## src/rtl/core/brc_pkg.sv

```systemverilog
`timescale 1ns / 1ps
`default_nettype none

package brc_pkg;

   // curve geometry and number format
   localparam int CURVE_POINTS  = 101;
   localparam int FRACTION_BITS = 16;
   localparam int ADDR_W        = $clog2(CURVE_POINTS);

   // field widths
   localparam int CMD_W    = 2;
   localparam int INDEX_W  = 7;
   localparam int ENTRY_W  = 23;
   localparam int QUERY_W  = 24;
   localparam int STATUS_W = 2;

   // datapath widths
   localparam int DIFF_W    = ENTRY_W + 1;
   localparam int PROD_W    = ENTRY_W + FRACTION_BITS;
   localparam int QUOT_W    = FRACTION_BITS + 1;
   localparam int REM_W     = ENTRY_W + 2;
   localparam int DIV_CNT_W = $clog2(QUOT_W);

   localparam int ONE_Q      = 1 << FRACTION_BITS;
   localparam int MIN_STEP   = (ONE_Q + 19) / 20;
   localparam int MAX_STEP   = ONE_Q;
   localparam int BRIGHT_MAX = (CURVE_POINTS - 1) * ONE_Q;

   // operation codes
   localparam logic [CMD_W-1:0] OP_WRITE     = CMD_W'(0);
   localparam logic [CMD_W-1:0] OP_TO_COORD  = CMD_W'(1);
   localparam logic [CMD_W-1:0] OP_TO_BRIGHT = CMD_W'(2);
   localparam logic [CMD_W-1:0] OP_SLOPE     = CMD_W'(3);

   // result status codes
   localparam logic [STATUS_W-1:0] ST_OK     = STATUS_W'(0);
   localparam logic [STATUS_W-1:0] ST_REJECT = STATUS_W'(1);
   localparam logic [STATUS_W-1:0] ST_COMMIT = STATUS_W'(2);

   // curve read address select
   localparam int RD_SEL_W = 3;
   localparam logic [RD_SEL_W-1:0] RD_SEL_LOWER = RD_SEL_W'(0);
   localparam logic [RD_SEL_W-1:0] RD_SEL_UPPER = RD_SEL_W'(1);
   localparam logic [RD_SEL_W-1:0] RD_SEL_FIRST = RD_SEL_W'(2);
   localparam logic [RD_SEL_W-1:0] RD_SEL_LAST  = RD_SEL_W'(3);
   localparam logic [RD_SEL_W-1:0] RD_SEL_ONE   = RD_SEL_W'(4);
   localparam logic [RD_SEL_W-1:0] RD_SEL_NEXT  = RD_SEL_W'(5);

   typedef struct packed {
      logic [CMD_W-1:0]          command;
      logic [INDEX_W-1:0]        entry_index;
      logic [ENTRY_W-1:0]        entry_value;
      logic signed [QUERY_W-1:0] query_value;
   } brc_req_type;

   typedef struct packed {
      logic [ENTRY_W-1:0]  result_value;
      logic [STATUS_W-1:0] status;
      logic                calibrated;
   } brc_rsp_type;

   typedef struct packed {
      logic                load_item;
      logic                do_write;
      logic                rd_en;
      logic [RD_SEL_W-1:0] rd_sel;
      logic                cap_base;
      logic                do_diff;
      logic                do_mul;
      logic                do_clamp;
      logic                scan_step;
      logic                div_step;
      logic                do_result;
      logic                load_rsp;
   } brc_dp_cmd_type;

   typedef struct packed {
      logic [CMD_W-1:0] item_op;
      logic             scan_hit;
      logic             scan_last;
   } brc_dp_status_type;

endpackage

`default_nettype wire

```

## src/rtl/core/brc_control.sv

```systemverilog
`timescale 1ns / 1ps
`default_nettype none

module brc_control (
   input  wire logic                           clock,
   input  wire logic                           reset,
   input  wire logic                           req_valid,
   output logic                                req_ready,
   input  wire logic [brc_pkg::CMD_W-1:0]      req_op,
   output logic                                rsp_valid,
   input  wire logic                           rsp_ready,
   output brc_pkg::brc_dp_cmd_type             cmd,
   input  wire brc_pkg::brc_dp_status_type     status
);
   import brc_pkg::*;

   localparam int STATE_W = 4;
   localparam logic [STATE_W-1:0] S_IDLE   = STATE_W'(0);
   localparam logic [STATE_W-1:0] S_WRITE  = STATE_W'(1);
   localparam logic [STATE_W-1:0] S_RD_A   = STATE_W'(2);
   localparam logic [STATE_W-1:0] S_RD_B   = STATE_W'(3);
   localparam logic [STATE_W-1:0] S_DIFF   = STATE_W'(4);
   localparam logic [STATE_W-1:0] S_MUL    = STATE_W'(5);
   localparam logic [STATE_W-1:0] S_CLAMP  = STATE_W'(6);
   localparam logic [STATE_W-1:0] S_SCAN   = STATE_W'(7);
   localparam logic [STATE_W-1:0] S_DIV    = STATE_W'(8);
   localparam logic [STATE_W-1:0] S_RESULT = STATE_W'(9);
   localparam logic [STATE_W-1:0] S_FINISH = STATE_W'(10);

   logic [STATE_W-1:0]   state_ff, state_in;
   logic [DIV_CNT_W-1:0] div_cnt_ff, div_cnt_in;
   logic                 rsp_valid_ff, rsp_valid_in;
   logic                 inverse;

   assign inverse = (status.item_op == OP_TO_BRIGHT);

   always_comb begin
      state_in   = state_ff;
      div_cnt_in = div_cnt_ff;
      cmd        = '0;
      unique case (state_ff)
         S_IDLE: begin
            if (req_valid) begin
               cmd.load_item = 1'b1;
               state_in      = (req_op == OP_WRITE) ? S_WRITE : S_RD_A;
            end
         end
         S_WRITE: begin
            cmd.do_write = 1'b1;
            state_in     = S_RESULT;
         end
         S_RD_A: begin
            cmd.rd_en  = 1'b1;
            cmd.rd_sel = inverse ? RD_SEL_FIRST : RD_SEL_LOWER;
            state_in   = S_RD_B;
         end
         S_RD_B: begin
            cmd.rd_en    = 1'b1;
            cmd.rd_sel   = inverse ? RD_SEL_LAST : RD_SEL_UPPER;
            cmd.cap_base = 1'b1;
            state_in     = inverse ? S_CLAMP : S_DIFF;
         end
         S_DIFF: begin
            cmd.do_diff = 1'b1;
            state_in    = S_MUL;
         end
         S_MUL: begin
            cmd.do_mul = 1'b1;
            state_in   = S_RESULT;
         end
         S_CLAMP: begin
            cmd.do_clamp = 1'b1;
            cmd.rd_en    = 1'b1;
            cmd.rd_sel   = RD_SEL_ONE;
            state_in     = S_SCAN;
         end
         S_SCAN: begin
            cmd.scan_step = 1'b1;
            if (status.scan_hit) begin
               div_cnt_in = DIV_CNT_W'(QUOT_W - 1);
               state_in   = S_DIV;
            end else if (status.scan_last) begin
               state_in = S_RESULT;
            end else begin
               cmd.rd_en  = 1'b1;
               cmd.rd_sel = RD_SEL_NEXT;
            end
         end
         S_DIV: begin
            cmd.div_step = 1'b1;
            if (div_cnt_ff == '0) begin
               state_in = S_RESULT;
            end else begin
               div_cnt_in = div_cnt_ff - 1'b1;
            end
         end
         S_RESULT: begin
            cmd.do_result = 1'b1;
            state_in      = S_FINISH;
         end
         S_FINISH: begin
            // wait for the output register to free up
            if (!rsp_valid_ff || rsp_ready) begin
               cmd.load_rsp = 1'b1;
               state_in     = S_IDLE;
            end
         end
         default: state_in = S_IDLE;
      endcase
      rsp_valid_in = cmd.load_rsp | (rsp_valid_ff & ~rsp_ready);
   end

   always_ff @(posedge clock) begin
      if (reset) begin
         state_ff     <= S_IDLE;
         rsp_valid_ff <= 1'b0;
      end else begin
         state_ff     <= state_in;
         rsp_valid_ff <= rsp_valid_in;
      end
   end

   always_ff @(posedge clock) begin
      div_cnt_ff <= div_cnt_in;
   end

   assign req_ready = (state_ff == S_IDLE);
   assign rsp_valid = rsp_valid_ff;

`ifndef ASSERT_OFF
   a_reset_idle: assert property (@(posedge clock)
      reset |=> (state_ff == S_IDLE && !rsp_valid_ff))
      else $error("controller not idle after reset");

   a_accept_leaves_idle: assert property (@(posedge clock) disable iff (reset)
      (req_valid && req_ready) |=> (state_ff != S_IDLE))
      else $error("accepted beat did not start work");

   a_rsp_from_finish: assert property (@(posedge clock) disable iff (reset)
      $rose(rsp_valid_ff) |-> ($past(state_ff) == S_FINISH))
      else $error("result beat raised outside finish");

   a_div_inverse_only: assert property (@(posedge clock) disable iff (reset)
      (state_ff == S_DIV) |-> (status.item_op == OP_TO_BRIGHT))
      else $error("division running for a non-inverse item");
`endif

endmodule

`default_nettype wire

```

## config.mk

```make
export PLATFORM = sky130hd
export DESIGN_NAME = brc_control
export DESIGN_NICKNAME = d
export VERILOG_FILES = /design/src/rtl/core/brc_pkg.sv /design/src/rtl/core/brc_control.sv
export SDC_FILE = /design/constraint.sdc
export NUM_CORES = 1
export LEC_CHECK = 0
export BUFFER_PORTS_ARGS = -buffer_cell sky130_fd_sc_hd__buf_2
export CAP_MARGIN = 5
export CELL_PAD_IN_SITES_DETAIL_PLACEMENT = 2
export CELL_PAD_IN_SITES_GLOBAL_PLACEMENT = 2
export CORE_UTILIZATION = 28
export DETAILED_ROUTE_END_ITERATION = 8
export PLACE_DENSITY_LB_ADDON = 0.1
export SLEW_MARGIN = 20
export SYNTH_ARGS = -nofsm -noshare
export SYNTH_HDL_FRONTEND = slang
export SYNTH_SLANG_ARGS = --single-unit
```

## constraint.sdc

```tcl
create_clock -name clock -period 3.97 [get_ports clock]
set_input_delay 0.794 -clock clock [delete_from_list [all_inputs] [get_ports clock]]
set_output_delay 0.794 -clock clock [all_outputs]
set_load 0.01 [all_outputs]
```

==> results of run 1 <==
## worst paths after layout
path | start | to | slack, ps
setup / recovery | state_ff[1]$_SDFFE_PP0P_ | cmd[10] | 1230
hold reg to reg | rsp_valid$_SDFF_PP0_ | rsp_valid$_SDFF_PP0_ | 580
hold / removal | rsp_valid$_SDFF_PP0_ | rsp_valid$_SDFF_PP0_ | 580
setup reg to reg | state_ff[3]$_SDFFE_PP0P_ | div_cnt_ff[1]$_SDFFCE_PP0P_ | 1810
## sequential cells by signal, summed over array words and instances, names as in the netlist
| signal | cells |
|---|---|
| div_cnt_ff | 5 |
| state_ff | 4 |
| rsp_valid | 1 |
## critical path, delay by kind of cell, from the launching register on
kind                   cells  cell delay, ps
and+or+nand+nor            2             750
DFF                        1             650
buffers and inverters      1             160
AOI/OAI and AO/OA          1             100
## stage by stage
step / utilization [%] / instances / hold WS, ps / setup slack (ps)
after detailed placement: 36.5 / 133 / 575 / 1440
after floorplan: - / 85 / 546 / 1680
final: 37.7 / 137 / 579 / 1230
after global placement: 36.5 / 133 / 562 / 1480
after CTS: 37.7 / 137 / 587 / 1210
after global routing: 37.7 / 137 / 615 / 1040
## logic make-up after synthesis
family                   count (synthesis)  share of synthesized area (%)
AND/OR/NAND/NOR                         37                           32.5
AO/OA/AOI/OAI                           22                           19.6
buffers and inverters                   13                           8.30
flip-flops                              10                           35.3
XOR/XNOR                                 2                           2.47
adder cells (fa/ha/maj)                  1                           1.77
## metal layers
layer,vias up,wire (um),track usage (%)
met5,-,0,0
met4,0,14,3.95
met3,2,105,5.51
met2,22,902,26.4
met1,353,953,23.9
li1,353,-,-
## cell usage after synthesis (2+ instances only)
library cell / number
nor2_1: 9
nand2b_1: 3
xnor2_1: 2
nor3_1: 5
o21ai_0: 7
o32ai_1: 2
buf_2: 4
nor2b_1: 2
edfxtp_1: 5
dfxtp_1: 5
a21oi_1: 5
nand2_1: 6
inv_1: 8
## report_power, final
| group | switching, mW | total [mW] | internal [mW] |
|---|---|---|---|
| Combinational | 0.128 | 0.235 | 0.107 |
| Clock | 0.0375 | 0.0765 | 0.0390 |
| Sequential | 0.0677 | 0.209 | 0.142 |
## cell type report
cell class / instances / share of cell area (%)
Sequential cell: 10 / 28.9
Inverter: 8 / 3.47
Tap cell: 28 / 4.05
Clock buffer: 4 / 3.03
Timing Repair Buffer: 25 / 14.5
Multi-Input combinational cell: 62 / 46.1
==> reports/qor.txt, run 1 <==
Via count: 730
Worst-path clk slew: 70 ps
FP Rows: 17
Total Routed Length: 1980 um
Final setup fails: 0
Fillers: 289
Worst Hold Class: flop to flop
CP max stage delay: 650 ps
Worst reg-to-reg path cell count: 2
Number of buffers added on ports: 25
TritonCTS Buffers: 3
Final Max Slew Viols: 0
H-Tree Depth: 1
Top-area cell type share of the netlist area: 21.2%
Outcome: finished, final reports clean
Register area: 250 um2
Setup Buffers After CTS: 0
Asr flop ratio synth: 0%
Die height: 52.3 um
Initial Util: 30.8%
Setup crit start kind: flop
Mapped Cells: 85
Most common cell after layout, fill and taps aside: buf_2
Die Area: 2730 um2
Initial antenna violation count: 0
TritonRoute pass-1 iters: 2
GPL Wtd Cong: 0.701
Hpwl dp: 1500 um
GRT Resource Usage Total: 17.4%
Antenna Cells: 0
Finished Cell Area: 866 um2
Setup crit end kind: primary output
Yosys top cell by area: edfxtp_1
Setup CP Type: flop to primary output
Top post-synthesis cells by area: edfxtp_1 21%, dfxtp_1 14%, o21ai_0 4.9%
WP data required: 3180 ps
CTS tree: built
Mapped Nets: 96
DR iter-0 viols: 7
Setup_tns: 0 ps
Area after DPL: 840 um2
Critical-path top delay cell: dfxtp_1
Largest net degree at the start of global routing: 18
Commonest cells after routing, fill and taps aside: 25 x buf_2, 9 x nor2_1, 8 x inv_1
GR Overflow Total: 0
Hold Violations, Final: 0
Footprint of the multi-input gates: 399 um2
#FFs+latches synth: 10
Core area: 2300 um2
Final #Nets: 121
TritonCTS sink count: 10
RSZ-0062 raised after global routing: no
Tot Pwr: 0.520 mW
Max-cap violations: 0
Via density: 5.33
Area Overhead vs Synth: 22.3%
Detailed-route DRC error count: 0
Horiz. Die Dim: 52.3 um
Clock Tree Buf Depth: 2
Yosys cell types: 35
Latest clock arrival within the worst-skew pair: 270 ps
Achievable clock frequency: 0.366 GHz
Post-route ant nets: 0
Yosys warns: 0
Hold path cells: 2
Sequential fraction of the synthesis area: 35.3%
Leakage: 0.371 nW
Fin crit share: 68.9%
Pwr/cell area: 601 nW/um2
Min Tclk post-route: 2740 ps
Layout cell share with drive strength beyond 1: 31.2%
CP max FO: 17
IO Count: 26
Relative slew margins: 62.6%
# hold bufs at CTS: 0
Post_cts resized: 0
WL per Instance: 14.4 um
WP data arrival: 1940 ps
Max VDD drop: 0.290 mV
Skew final: 1.75 ps
Number of global-route vias before repair: 719
Mapped Area: 708 um2
Main flop type after synthesis: edfxtp_1
Synthesized area per cell: 8.33 um2
First-pass GRT wire length: 3500 um
Worst slew pin tran: 561 ps
Cell chain of the critical path: nand2b_2, or4_4, o21ai_0, buf_2
EDFF count, synth: 5
Root Driver: clkbuf_4
No activity file was read; power rests on OpenSTA's default activity.
==> inputs of run 2 (changes only) <==
CORE_UTILIZATION = 24   (was 28)
clock period = 2.2 ns   (was 3.97 ns; I/O delays follow)
==> reports/qor.txt, run 2 (synthesized netlist as in run 1, its figures left out) <==
DR iter-0 viols: 9 (+2)
Met2 routed WL: 1120 um (+24%)
Register area: 256 um2 (+2.5%)
Die height: 56.3 um (+7.7%)
Final setup fails: 0 (unchanged)
Most common cell after layout, fill and taps aside: buf_2
Footprint of the multi-input gates: 408 um2 (+2.2%)
Pwr/cell area: 1100 nW/um2 (+83%)
Area Overhead vs Synth: 28.1%
Skew final: 0.811 ps (-0.938 ps)
Setup crit end kind: primary output
RSZ-0062 raised after global routing: no
CP max stage delay: 480 ps (-170 ps)
Post-route ant nets: 0 (unchanged)
Reg2reg end: div_cnt_ff[1]$_SDFFCE_PP0P_
Setup crit start kind: flop
Worst slew pin tran: 504 ps (-56.4 ps)
CP max FO: 9 (-8)
Top routing layer in use: met4
Fin crit share: 94.1%
TritonRoute pass-1 iters: 4 (+2)
Detailed-route DRC error count: 0 (unchanged)
Worst-path clk slew: 70 ps (about the same)
Root Driver: clkbuf_4
Hold path endpoint: state_ff[2]$_SDFFE_PP0P_
TritonCTS sink count: 10 (unchanged)
Worst r2r src: state_ff[1]$_SDFFE_PP0P_
Number of global-route vias before repair: 762 (+6.0%)
Achievable clock frequency: 0.483 GHz
TritonCTS Buffers: 3 (unchanged)
Initial Util: 25.5% (-5.4 points)
Latest clock arrival within the worst-skew pair: 270 ps (about the same)
WL per Instance: 16.0 um (+11%)
Fillers: 329 (+14%)
GR Overflow Total: 0 (unchanged)
Die Area: 3170 um2 (+16%)
GPL Wtd Cong: 0.667 (-4.7%)
Leakage: 0.393 nW (+5.9%)
WL met3: 74 um (-30%)
Reg2Reg Setup Slack: 280 ps (-1530 ps)
Final #Nets: 124 (+2.5%)
Hold path cells: 2 (unchanged)
Largest register FFs: 5 (unchanged)
Hold Violations, Final: 0 (unchanged)
Max VDD drop: 0.415 mV (+43%)
Top reg by flops: div_cnt_ff
WP data required: 1760 ps (-1420 ps)
Relative slew margins: 66.1% (+3.6 points)
Outcome: finished, final reports clean
Setup Buffers After CTS: 0 (unchanged)
Setup_tns: 0 ps (unchanged)
Clock Tree Buf Depth: 2 (unchanged)
WP data arrival: 1630 ps (-310 ps)
Critical-path top delay cell: or4bb_1
Min Tclk post-route: 2070 ps
Largest net degree at the start of global routing: 14 (-4)
Via count: 742 (+1.6%)
Worst reg-to-reg path cell count: 3 (+1)
First-pass GRT wire length: 3730 um (+6.5%)
Hpwl dp: 1830 um (+22%)
CTS tree: built
Max-cap violations: 0 (unchanged)
FP Rows: 19 (+2)
Via density: 5.19 (-2.6%)
Hold Crit Start: reset
Setup WS pre-CTS: 87.6 ps (-1360 ps)
Final Max Slew Viols: 0 (unchanged)
Commonest cells after routing, fill and taps aside: 25 x buf_2, 9 x nor2_1, 8 x inv_1
Cell chain of the critical path: buf_4, or4bb_1, nor2b_1, buf_2
Total Routed Length: 2300 um (+16%)
Area after DPL: 866 um2 (+3.1%)
Number of buffers added on ports: 25 (unchanged)
Horiz. Die Dim: 56.3 um (+7.7%)
Final worst setup slack: 130 ps (-1100 ps)
GRT Resource Usage Total: 15.6% (-1.8 points)
Worst Hold Class: input pin to flop
Core area: 2780 um2 (+21%)
DRT met1 WL: 1080 um (+13%)
IO Count: 26 (unchanged)
Hold_ws: 428 ps (-152 ps)
Setup CP Type: flop to primary output
Finished Cell Area: 907 um2 (+4.8%)
Initial antenna violation count: 0 (unchanged)
H-Tree Depth: 1 (unchanged)
Antenna Cells: 0 (unchanged)
Layout cell share with drive strength beyond 1: 36.6% (+5.4 points)
run 2: cell types whose count changed in the layout (fill, tap and decap cells not counted), sizes merged:
| cell | delta |
|---|---|
| buf | +3 |
| clkinv | +1 |
| clkbuf | -1 |
run 2: how the worst max path moves through the flow:
stage,depth (start not counted),end,slack (ps),startpoint
after global routing,4,cmd[0],30,state_ff[1]$_SDFFE_PP0P_
final,4,cmd[0],130,state_ff[1]$_SDFFE_PP0P_
after floorplan,3,cmd[10],550,state_ff[3]$_SDFFE_PP0P_
after CTS,4,cmd[10],10,state_ff[0]$_SDFFE_PP0P_
after global placement,3,div_cnt_ff[2]$_SDFFCE_PP0P_,130,state_ff[1]$_SDFFE_PP0P_
after detailed placement,3,div_cnt_ff[2]$_SDFFCE_PP0P_,90,state_ff[1]$_SDFFE_PP0P_
run 2: what timing repair did:
item                                    4_1_cts  5_1_grt
resized for setup                             2        4
cloned                                        0        0
endpoints found under the setup margin        5        4
hold endpoints to repair                      0        0
pin swaps                                     0        0
hold buffers                                  0        0
run 2: layout make-up:
class                   count  share of cell area [%]
multi-input cells          62                    45.0
flip-flops and latches     10                    28.3
repair buffers             28                    16.3
well taps                  31                    4.28
inverters                   8                    3.31
clock buffers               3                    2.48
clock inverters             1                   0.414
run 2: report_power, final:
group	switching [mW]	internal, mW
Clock	0.0715	0.0656
Combinational	0.272	0.226
Sequential	0.0965	0.264
Total	0.440	0.556
run 2: metal layers:
layer | vias to the layer above | global-route usage, %
met4 | 0 | 7.32
met3 | 2 | 1.38
met1 | 355 | 20.0
met2 | 22 | 26.4
met5 | - | 0
li1 | 363 | -
run 2: critical path, delay by kind of cell, from the launching register on:
| family | cells | cell delay (ps) |
|---|---|---|
| flops | 1 | 410 |
| buf+inv | 2 | 320 |
| simple gates | 2 | 630 |
run 2: through the flow:
stage	std cells	util (%)	total power, mW
2_1_floorplan	85	-	0.664
3_3_place_gp	139	31.1	0.826
3_5_place_dp	139	31.1	0.843
4_1_cts	143	32.2	0.992
5_1_grt	143	32.6	1.08
6_report	143	32.6	0.996
